==> src/tcps_pkg.sv <==
// Shared types and constants for the three-class priority scheduler store.
package tcps_pkg;

    localparam int HANDLE_W = 16;
    localparam int PRIO_W   = 32;
    localparam int STAMP_W  = 32;
    localparam int KIND_W   = 2;
    localparam int OUT_OCC_W = 5;

    localparam logic [KIND_W-1:0] KIND_NONE    = 2'd0;
    localparam logic [KIND_W-1:0] KIND_READY   = 2'd1;
    localparam logic [KIND_W-1:0] KIND_DEFAULT = 2'd2;
    localparam logic [KIND_W-1:0] KIND_NOPIO   = 2'd3;

    localparam logic CLASS_STD  = 1'b0;
    localparam logic CLASS_NOIO = 1'b1;

    typedef enum logic [1:0] {
        FUNC_PUSH_READY   = 2'd0,
        FUNC_PUSH_RESCHED = 2'd1,
        FUNC_TAKE         = 2'd2,
        FUNC_FLUSH        = 2'd3
    } t_func;

    typedef enum logic [2:0] {
        ST_IDLE,
        ST_EXEC,
        ST_SCAN,
        ST_MOVE,
        ST_DONE
    } t_state;

    typedef struct packed {
        logic [HANDLE_W-1:0] handle;
        logic [KIND_W-1:0]   kind;
        logic [PRIO_W-1:0]   prio;
        logic [STAMP_W-1:0]  stamp;
    } t_entry;

    typedef struct packed {
        logic step;
        logic first;
    } t_pick_ctl;

endpackage

==> src/tcps_pick.sv <==
// Running best-entry selector fed one stored entry per cycle during a take scan.
module tcps_pick
    import tcps_pkg::*;
#(
    parameter int IDX_W = 4
) (
    input  logic                i_clk,
    input  logic                i_rst_n,
    input  t_pick_ctl           i_ctl,
    input  t_entry              i_entry,
    input  logic [IDX_W-1:0]    i_idx,
    input  logic [STAMP_W-1:0]  i_arrival,
    output t_entry              o_best,
    output logic [IDX_W-1:0]    o_best_idx
);

    t_entry             r_best;
    logic [STAMP_W-1:0] r_best_age;
    logic [IDX_W-1:0]   r_best_idx;
    logic [STAMP_W-1:0] cand_age;
    logic               cand_better;

    assign cand_age = i_arrival - i_entry.stamp;

    always_comb begin
        if (i_entry.kind != r_best.kind) begin
            cand_better = (i_entry.kind < r_best.kind);
        end else if (i_entry.kind != KIND_READY && i_entry.prio != r_best.prio) begin
            cand_better = (i_entry.prio < r_best.prio);
        end else begin
            cand_better = (cand_age > r_best_age);
        end
    end

    always_ff @(posedge i_clk) begin
        if (!i_rst_n) begin
            r_best_idx <= '0;
        end else if (i_ctl.step && (i_ctl.first || cand_better)) begin
            r_best_idx <= i_idx;
        end
    end

    always_ff @(posedge i_clk) begin
        if (i_ctl.step && (i_ctl.first || cand_better)) begin
            r_best     <= i_entry;
            r_best_age <= cand_age;
        end
    end

    assign o_best     = r_best;
    assign o_best_idx = r_best_idx;

endmodule

==> src/three_class_priority_fifo_scheduler_core.sv <==
// Top level of the three-class priority scheduler store with its entry memory.
//
// Stored handles sit packed in slots 0 to occupancy-1 of a one-read, one-write entry
// memory with registered read data. Each word gets exactly one result word. A push or
// a flush passes through the execute and done states before its result is loaded into
// the output register; a take on a non-empty store reads each stored entry once to
// find the winner, then does one read and write that moves the last entry into the
// freed slot, and a take on an empty store goes from execute straight to done. A
// stalled output register that still holds a result adds its stall cycles before
// the next result is loaded.
// One word is worked on at a time; the next word is accepted while a finished result
// still waits in the output register. No clearing pass runs after reset.
module three_class_priority_fifo_scheduler_core
    import tcps_pkg::*;
#(
    parameter int CAPACITY = 16
) (
    input  logic                  i_clk,
    input  logic                  i_rst_n,
    input  logic                  i_in_valid,
    output logic                  o_in_stall,
    input  logic [1:0]            i_func,
    input  logic [HANDLE_W-1:0]   i_handle_id,
    input  logic                  i_queue_class,
    input  logic [PRIO_W-1:0]     i_prio_value,
    output logic                  o_out_valid,
    input  logic                  i_out_stall,
    output logic                  o_served,
    output logic [HANDLE_W-1:0]   o_served_handle,
    output logic [KIND_W-1:0]     o_served_source,
    output logic                  o_push_rejected,
    output logic [OUT_OCC_W-1:0]  o_occupancy
);

    localparam int IDX_W = $clog2(CAPACITY);
    localparam int OCC_W = $clog2(CAPACITY + 1);

    t_state               r_state;
    t_state               n_state;
    t_func                r_func;
    logic [HANDLE_W-1:0]  r_handle;
    logic                 r_class;
    logic [PRIO_W-1:0]    r_prio;
    logic [OCC_W-1:0]     r_occ;
    logic [STAMP_W-1:0]   r_arrival;
    logic [IDX_W-1:0]     r_idx;

    logic                 r_res_served;
    logic [HANDLE_W-1:0]  r_res_handle;
    logic [KIND_W-1:0]    r_res_source;
    logic                 r_res_rejected;

    logic                 r_out_valid;
    logic                 r_served;
    logic [HANDLE_W-1:0]  r_served_handle;
    logic [KIND_W-1:0]    r_served_source;
    logic                 r_push_rejected;
    logic [OUT_OCC_W-1:0] r_occupancy;

    t_entry               r_mem [CAPACITY];
    t_entry               r_rd_data;

    logic                 mem_we;
    logic [IDX_W-1:0]     mem_wa;
    t_entry               mem_wd;
    logic [IDX_W-1:0]     mem_ra;
    t_pick_ctl            pick_ctl;
    logic                 out_load;
    logic                 in_stall;

    logic [OCC_W-1:0]     occ_m1;
    logic                 occ_full;
    logic                 occ_empty;
    logic                 scan_last;
    logic [OCC_W+OUT_OCC_W-1:0] occ_ext;
    t_entry               push_entry;
    t_entry               best;
    logic [IDX_W-1:0]     best_idx;

    assign occ_m1    = r_occ - OCC_W'(1);
    assign occ_full  = (r_occ == OCC_W'(CAPACITY));
    assign occ_empty = (r_occ == '0);
    assign scan_last = (OCC_W'(r_idx) == occ_m1);
    assign occ_ext   = {{OUT_OCC_W{1'b0}}, r_occ};

    always_comb begin
        push_entry.handle = r_handle;
        push_entry.stamp  = r_arrival;
        if (r_func == FUNC_PUSH_READY) begin
            push_entry.kind = KIND_READY;
            push_entry.prio = '0;
        end else begin
            push_entry.kind = (r_class == CLASS_STD) ? KIND_DEFAULT : KIND_NOPIO;
            push_entry.prio = r_prio;
        end
    end

    always_comb begin
        n_state = r_state;
        unique case (r_state)
            ST_IDLE: begin
                if (i_in_valid) begin
                    n_state = ST_EXEC;
                end
            end
            ST_EXEC: begin
                if (r_func == FUNC_TAKE && !occ_empty) begin
                    n_state = ST_SCAN;
                end else begin
                    n_state = ST_DONE;
                end
            end
            ST_SCAN: begin
                if (scan_last) begin
                    n_state = ST_MOVE;
                end
            end
            ST_MOVE: begin
                n_state = ST_DONE;
            end
            ST_DONE: begin
                if (!r_out_valid || !i_out_stall) begin
                    n_state = ST_IDLE;
                end
            end
            default: begin
                n_state = ST_IDLE;
            end
        endcase
    end

    always_comb begin
        in_stall       = 1'b1;
        mem_we         = 1'b0;
        mem_wa         = best_idx;
        mem_wd         = r_rd_data;
        mem_ra         = '0;
        pick_ctl.step  = 1'b0;
        pick_ctl.first = 1'b0;
        out_load       = 1'b0;
        unique case (r_state)
            ST_IDLE: begin
                in_stall = 1'b0;
            end
            ST_EXEC: begin
                if ((r_func == FUNC_PUSH_READY || r_func == FUNC_PUSH_RESCHED) && !occ_full)
                begin
                    mem_we = 1'b1;
                    mem_wa = r_occ[IDX_W-1:0];
                    mem_wd = push_entry;
                end
            end
            ST_SCAN: begin
                pick_ctl.step  = 1'b1;
                pick_ctl.first = (r_idx == '0);
                mem_ra = scan_last ? occ_m1[IDX_W-1:0] : r_idx + IDX_W'(1);
            end
            ST_MOVE: begin
                mem_we = 1'b1;
            end
            ST_DONE: begin
                out_load = !r_out_valid || !i_out_stall;
            end
            default: begin
                in_stall = 1'b1;
            end
        endcase
    end

    always_ff @(posedge i_clk) begin
        if (mem_we) begin
            r_mem[mem_wa] <= mem_wd;
        end
        r_rd_data <= r_mem[mem_ra];
    end

    tcps_pick #(
        .IDX_W (IDX_W)
    ) u_pick (
        .i_clk      (i_clk),
        .i_rst_n    (i_rst_n),
        .i_ctl      (pick_ctl),
        .i_entry    (r_rd_data),
        .i_idx      (r_idx),
        .i_arrival  (r_arrival),
        .o_best     (best),
        .o_best_idx (best_idx)
    );

    always_ff @(posedge i_clk) begin
        if (!i_rst_n) begin
            r_state   <= ST_IDLE;
            r_occ     <= '0;
            r_arrival <= '0;
            r_idx     <= '0;
        end else begin
            r_state <= n_state;
            unique case (r_state)
                ST_EXEC: begin
                    r_idx <= '0;
                    unique case (r_func)
                        FUNC_PUSH_READY, FUNC_PUSH_RESCHED: begin
                            if (!occ_full) begin
                                r_occ     <= r_occ + OCC_W'(1);
                                r_arrival <= r_arrival + STAMP_W'(1);
                            end
                        end
                        FUNC_FLUSH: begin
                            r_occ <= '0;
                        end
                        default: begin
                            r_occ <= r_occ;
                        end
                    endcase
                end
                ST_SCAN: begin
                    if (!scan_last) begin
                        r_idx <= r_idx + IDX_W'(1);
                    end
                end
                ST_MOVE: begin
                    r_occ <= occ_m1;
                end
                default: begin
                    r_idx <= r_idx;
                end
            endcase
        end
    end

    always_ff @(posedge i_clk) begin
        if (r_state == ST_IDLE && i_in_valid) begin
            r_func   <= t_func'(i_func);
            r_handle <= i_handle_id;
            r_class  <= i_queue_class;
            r_prio   <= i_prio_value;
        end
        if (r_state == ST_EXEC) begin
            r_res_served   <= 1'b0;
            r_res_handle   <= '0;
            r_res_source   <= KIND_NONE;
            r_res_rejected <= (r_func == FUNC_PUSH_READY || r_func == FUNC_PUSH_RESCHED)
                              && occ_full;
        end else if (r_state == ST_MOVE) begin
            r_res_served <= 1'b1;
            r_res_handle <= best.handle;
            r_res_source <= best.kind;
        end
    end

    always_ff @(posedge i_clk) begin
        if (!i_rst_n) begin
            r_out_valid <= 1'b0;
        end else if (out_load) begin
            r_out_valid <= 1'b1;
        end else if (!i_out_stall) begin
            r_out_valid <= 1'b0;
        end
    end

    always_ff @(posedge i_clk) begin
        if (out_load) begin
            r_served        <= r_res_served;
            r_served_handle <= r_res_handle;
            r_served_source <= r_res_source;
            r_push_rejected <= r_res_rejected;
            r_occupancy     <= occ_ext[OUT_OCC_W-1:0];
        end
    end

    assign o_in_stall      = in_stall;
    assign o_out_valid     = r_out_valid;
    assign o_served        = r_served;
    assign o_served_handle = r_served_handle;
    assign o_served_source = r_served_source;
    assign o_push_rejected = r_push_rejected;
    assign o_occupancy     = r_occupancy;

    a_occ_bound: assert property (@(posedge i_clk) disable iff (!i_rst_n)
        r_occ <= OCC_W'(CAPACITY))
        else $error("occupancy above capacity");

    a_scan_in_range: assert property (@(posedge i_clk) disable iff (!i_rst_n)
        r_state == ST_SCAN |-> OCC_W'(r_idx) < r_occ)
        else $error("scan index beyond stored entries");

    a_reject_full: assert property (@(posedge i_clk) disable iff (!i_rst_n)
        r_state == ST_DONE && r_res_rejected |-> occ_full)
        else $error("push rejected with free space");

    a_move_shrinks: assert property (@(posedge i_clk) disable iff (!i_rst_n)
        r_state == ST_MOVE |=> r_occ == $past(r_occ) - OCC_W'(1))
        else $error("take did not release one entry");

    a_served_source: assert property (@(posedge i_clk) disable iff (!i_rst_n)
        r_state == ST_DONE && r_res_served |-> r_res_source != KIND_NONE)
        else $error("served word without a source class");

endmodule

==> config.mk <==
export PLATFORM = sky130hd
export DESIGN_NAME = three_class_priority_fifo_scheduler_core
export DESIGN_NICKNAME = d
export VERILOG_FILES = /design/src/tcps_pkg.sv /design/src/tcps_pick.sv /design/src/three_class_priority_fifo_scheduler_core.sv
export SDC_FILE = /design/constraint.sdc
export NUM_CORES = 2
export LEC_CHECK = 0
export BUFFER_PORTS_ARGS = -buffer_cell sky130_fd_sc_hd__buf_2
export CORE_UTILIZATION = 45
export DETAILED_ROUTE_END_ITERATION = 7
export MAX_ROUTING_LAYER = met4
export RECOVER_POWER = 100
export SYNTH_ARGS = -nofsm -noshare
export SYNTH_HDL_FRONTEND = slang
export SYNTH_SLANG_ARGS = --single-unit
==> constraint.sdc <==
create_clock -name i_clk -period 15.5 [get_ports i_clk]
set_input_delay 0.775 -clock i_clk [delete_from_list [all_inputs] [get_ports i_clk]]
set_output_delay 0.775 -clock i_clk [all_outputs]
set_load 0.03 [all_outputs]
; Word level (Yosys, flattened, before mapping)
; Memories as Yosys holds them, arrays and structs flattened. A register that Yosys moved wholly into a read port is not among the register bits.
; Index checks and enable logic that the tools add are counted.
[op_classes]
reduce_logical = 24
n_eq_ne = 19
n_addsub = 5
muxes = 29
bitwise_logic = 1
magnitude_cmp = 3
[op_table]
columns = op, count
row1 = 2-to-1 mux 82 bit, 2
row2 = 2-to-1 mux 34 bit, 1
row3 = "adder 32 x 1 -> 32 bit, second input constant", 1
row4 = greater-than comparator 32 bit, 1
row5 = less-than comparator 32 bit, 1
row6 = != test 32 bit, 1
row7 = subtractor 32 bit, 1
row8 = 2-to-1 mux 4 bit, 5
row9 = case mux 5 bit (2 select lines), 2
row10 = case mux 3 bit (5 select lines), 1
row11 = 2-to-1 mux 3 bit, 4
row12 = 2-to-1 mux 1 bit, 10
row13 = AND reduction 3 bit, 3
row14 = "!= test 2 bit, second input constant", 4
row15 = case mux 4 bit (2 select lines), 1
row16 = "== test 3 x 2 -> 1 bit, second input constant", 2
row17 = logical AND 1 bit, 6
row18 = "adder 5 x 1 -> 5 bit, second input constant", 1
row19 = == test 4 x 5 -> 1 bit, 1
row20 = "== test 5 bit, second input constant", 1
row21 = zero test 5 bit, 1
row22 = 2-to-1 mux 5 bit, 1
row23 = "subtractor 5 x 1 -> 5 bit, second input constant", 1
row24 = "adder 4 x 1 -> 4 bit, second input constant", 1
row25 = other kinds (20), 28
[word_totals]
ff_bits = 227
input_bits = 55
out_inout_bits = 27
n_memories = 1
mem_bits_rw = 1312
wordCells = 105
[mem_list]
columns = memory, words, width, read_ports, rd_ports_with_merged_regs, write_ports, line
row1 = r_mem, 16, 82, 1, 1, 1, three_class_priority_fifo_scheduler_core.sv:60  ; t_entry r_mem [CAPACITY];

; Longest topological paths before layout
[depth]
ltp_word = 7
mapped_depth = 21
ltp_nobuf = 21

; Cells and area by module
; A second synthesis with hierarchy kept.
[hier_totals]
hier_cells = 4409
hier_area_um2 = 65196.3
[by_module_without_submodules]
columns = module, instances, seq_area_each_um2, area_per_inst_um2, cells_each
row1 = three_class_priority_fifo_scheduler_core, 1, 44632.8, 58295.9, 3807
row2 = tcps_pick, 1, 3503.4, 6900.4, 602

; Worst setup path before layout
; OpenSTA, ideal clock, no wires.
[synth_timing]
path_kind = reg-to-reg
startpoint = register r_occ[0]
endpoint = memory r_mem[11][0] in the netlist's numbering, enable pin
stages_incl_launch_ff = 11
setup_time_ps = 523
required_ps = 14977
path_slack_ps = 9475
n_path_buf = 3
synth_period_minus_slack_ps = 6025
arrival_time_ps = 5502
cell_sequence = dfxtp_1 > buf_2 > inv_1 > ha_1 > nor3b_2 > a21oi_1 > and2_1 > buf_2 > clkbuf_1 > a31oi_1 > nor2_1
[synth_between]
elab_chain_len = 7
elab_cells_between_ends = 9
cone_classes = 1 x eq/ne / 6 x mux / 2 x reduce/logical
[synth_rtl]
columns = element, line
row1 = from (decl), three_class_priority_fifo_scheduler_core.sv:44  ; logic [OCC_W-1:0] r_occ;
row2 = from (signal assigned), three_class_priority_fifo_scheduler_core.sv:204  ; r_occ <= r_occ + OCC_W'(1);
row3 = from (signal assigned), three_class_priority_fifo_scheduler_core.sv:212  ; r_occ <= r_occ;
row4 = from (signal assigned), three_class_priority_fifo_scheduler_core.sv:222  ; r_occ <= occ_m1;
row5 = == test 5 bit, three_class_priority_fifo_scheduler_core.sv:81  ; assign occ_full = (r_occ == OCC_W'(CAPACITY));
row6 = zero test 1 bit, --
row7 = logical AND 1 bit, three_class_priority_fifo_scheduler_core.sv:146  ; if ((r_func == FUNC_PUSH_READY || r_func == FUNC_PUSH_RESCHED) && !occ_full)
row8 = 2-to-1 mux 1 bit, three_class_priority_fifo_scheduler_core.sv:146
row9 = case mux 1 bit (2 select lines), three_class_priority_fifo_scheduler_core.sv:141  ; unique case (r_state)
row10 = 2-to-1 mux 1 bit, three_class_priority_fifo_scheduler_core.sv:171  ; if (mem_we) begin
row11 = 2-to-1 mux 1 bit (implied by the code), three_class_priority_fifo_scheduler_core.sv:172  ; r_mem[mem_wa] <= mem_wd;
row12 = to (decl), three_class_priority_fifo_scheduler_core.sv:60
; Parallel ways exist; a longest one is shown, timed or not.

; Worst setup path in the final report
[layout_timing]
startpoint = register r_occ[0]
endpoint = memory r_mem[11][41] in the netlist's numbering, enable pin
; The elaborated chain is that of the path after synthesis.

==> impl_metrics.csv <==
group,metric,value,unit
grt,grt-ovfl-total,0,
synth,yosysMostFrequentCell,"edfxtp_1",
timing,period_share,66.3,%
die,die_y,377,um
synth,synth_seq_area_share,74.7,%
cts,insertion_delay,780,ps
die,num_rows,137,
critical_path,critPathKind,"reg2reg",
outcome,violations,"design-rule violations, max-capacitance violations, max-slew violations",
routing,dr.first_iter.drc_count,3118,
placement,dp_hpwl,75.3,mm
synth,syn_avg_cell_area,18.7,um^2
grt,grt_pass1_vias,32600,
timing,maxSlewViolCount,817,
synth,synth_top_family_by_area,"multiplexers",
synth,syn_inst,3382,
die,pin_count,82,
timing,setup_ws,5220,ps
cts,clkSinkCount,1621,
synth,yosys.area_share.xor_xnor,0.860,%
synth,synth_top_area_cell,"edfxtp_1",
placement,postPlaceCellArea,66000,um^2
synth,synth-compound-area-share,4.23,%
synth,synth_nets,3540,
power_and_ir_drop,power_density,125,nW/um^2
routing,routed_via_density,5.74,
synth,synth.area.mux_share,11.8,%
die,initial_utilization,45.3,%
die,chipWidth,377,um
cts,holdBufCountCts,0,
die,coreArea,139000,um^2
critical_path,end_kind,"flop",
cts,tritoncts,"yes",
synth,synth_warnings,0,
synth,synth_async_sr_flop_share,0,%
routing,num_vias,32100,
placement,io_buffers,81,
cts,cts.root.buffer_cell,"clkbuf_16",
synth,synth_edf_count,1471,
synth,synth_seq_cells,1621,
timing,slew_headroom,-204,%
critical_path,cp_slowest_cell,"and2_0",
cts,cts_resized,0,
layout,drive_gt1_share,18.3,%
synth,synth_top_area_share,70.0,%
grt,grt_max_degree,138,
timing,clock_skew,24.1,ps
cts,post_cts_buffers,0,
synth,netlist_top_cells_count,"1471 x edfxtp_1, 328 x mux4_2, 325 x nand2_1",
layout,final_area,71000,um^2
worst_hold_path,hold_class,"in2reg",
routing,ant_nets,0,
layout,area_delta_synth_final,12.4,%
synth,synth.distinct_cells,69,
synth,syn_area,63100,um^2
critical_path,cp_data_arrival_time,10670,ps
die,dieArea,142000,um^2
cts,cts_made_buffers,165,
layout,nNetsFinal,3730,
outcome,status,"complete, but fails checks",
power_and_ir_drop,leakagePower,24.1,nW
timing,worst_slew_pin_slew,4570,ps
synth,synthSimpleGateAreaFrac,4.40,%
critical_path,crit_chain,"inv_1 > ha_1 > nor3b_1 > a21oi_1 > and2_0 > clkbuf_1 > clkbuf_1 > a31oi_1 > nor2_4 > buf_4",
placement,gp_congestion,0.820,
synth,ys_top_cells_by_area,"edfxtp_1 70%, mux4_2 12%, dfxtp_1 4.8%",
placement,place_inst,5281,
grt,grt_pass1_wl,217,mm
layout,post-route-util,50.9,%
flow_run,max_cap_violations,26,
critical_path,worstPathMaxFanout,57,
timing,setup_viol,0,
timing,finalCriticalPeriod,10280,ps
routing,dr.pass1.iters,7,
timing,rsz0062_at_grt,"false",
routing,drc,2,
cts,clk_pin_slew,60,ps
critical_path,start_kind,"flop",
routing,wl,147,mm
cts,clockBufferDepth,3,
timing,fin_tns_setup,0,ps
timing,fmaxAchievable,0.0973,GHz
power_and_ir_drop,ir_worst_vdd,0.000101,V
synth,synthFlopType,"edfxtp_1",
placement,pre_cts_slack,9340,ps
grt,grt_antenna_before_repair,3,
synth,synth_fa_ha_area_share,2.05,%
layout,stdcell_count,5587,
critical_path,cp_data_required_time,15890,ps
cts,htreeDepth,4,
critical_path,slowest_delay,2350,ps
routing,wire_per_inst,26.2,um
critical_path,crit_top_cell,"clkbuf_1",
grt,grt_use_total,21.6,%
timing,hold_viol_final,0,
[power by group]
| part | switching, mW | leakage, nW | total (mW) | internal, mW |
|---|---|---|---|---|
| combinational | 0.143 | 7.00 | 0.199 | 0.0558 |
| sequential | 0.0179 | 14.5 | 4.83 | 4.81 |
| clock | 1.63 | 2.56 | 3.85 | 2.22 |
[per-layer routing]
metal	vias to the layer above	track usage (%)	wire, um
li1	13900	-	-
met1	17000	30.0	64400
met2	1008	33.9	71000
met3	200	2.91	8310
met4	0	5.55	2870
met5	-	-	0
[per-stage QoR]
stage	power, mW	hold slack (ps)
after floorplan	5.04	400
after global routing	9.14	122
after detailed placement	5.13	418
after global placement	5.12	415
final	8.88	166
after CTS	8.96	106
[registers in the layout, summed over array words and instances (netlist names), 3 cells and up]
name and cells:
o_served_handle 16, u_pick.r_best_age 32, u_pick.o_best 50, r_arrival 32
o_occupancy 5, r_state 3, r_rd_data 82, r_prio 32
r_mem 1312, r_handle 16, r_res_handle 16, r_occ 5
u_pick.o_best_idx 4, r_idx 4
[worst max-delay path, delay by kind of cell (launching register included)]
kind                       cells  cell delay [ps]
adders and majority gates      1              340
AOI/OAI and AO/OA              2             1140
DFF                            1              560
buffers and inverters          4             4340
and+or+nand+nor                3             3430
[cells in the final DEF (no fill, tap or decap), types with 49 or more instances in the layout]
master and count:
edfxtp_1 1471, mux4_2 328, nand2_1 324, clkbuf_16 169, a22oi_1 165, dfxtp_1 150
clkbuf_1 129, inv_1 117, ha_1 102, nand3_1 79, o21ai_0 67, a21oi_1 61
buf_2 50, nor2_1 49
[final timing paths]
path / depth (start not counted) / slack, ps / end / from
hold reg to reg: 0 / 430 / u_pick.o_best[76] / r_rd_data[76]
hold / removal: 1 / 170 / r_handle[0] / i_handle_id[0]
setup reg to reg: 10 / 5220 / r_mem[11][41] / r_occ[0]
setup / recovery: 10 / 5220 / r_mem[11][41] / r_occ[0]
[area by class of cell]
| cell class | count | area [um^2] |
|---|---|---|
| fill | 11300 | 68400 |
| sequential | 1621 | 47200 |
| multi-input combinational | 1495 | 14800 |
| clock buffer | 237 | 4600 |
| tap | 1876 | 2350 |
| timing repair buffer | 171 | 922 |
| clock inverter | 68 | 643 |
| inverter | 118 | 444 |
| antenna | 1 | 2.50 |
[logic make-up after synthesis]
logic type | Yosys count
xor+xnor | 59
compound gates | 390
mux | 334
buf+inv | 266
fa+ha+maj | 103
flops | 1621
simple gates | 609
Power figures use the tool's default switching activity.
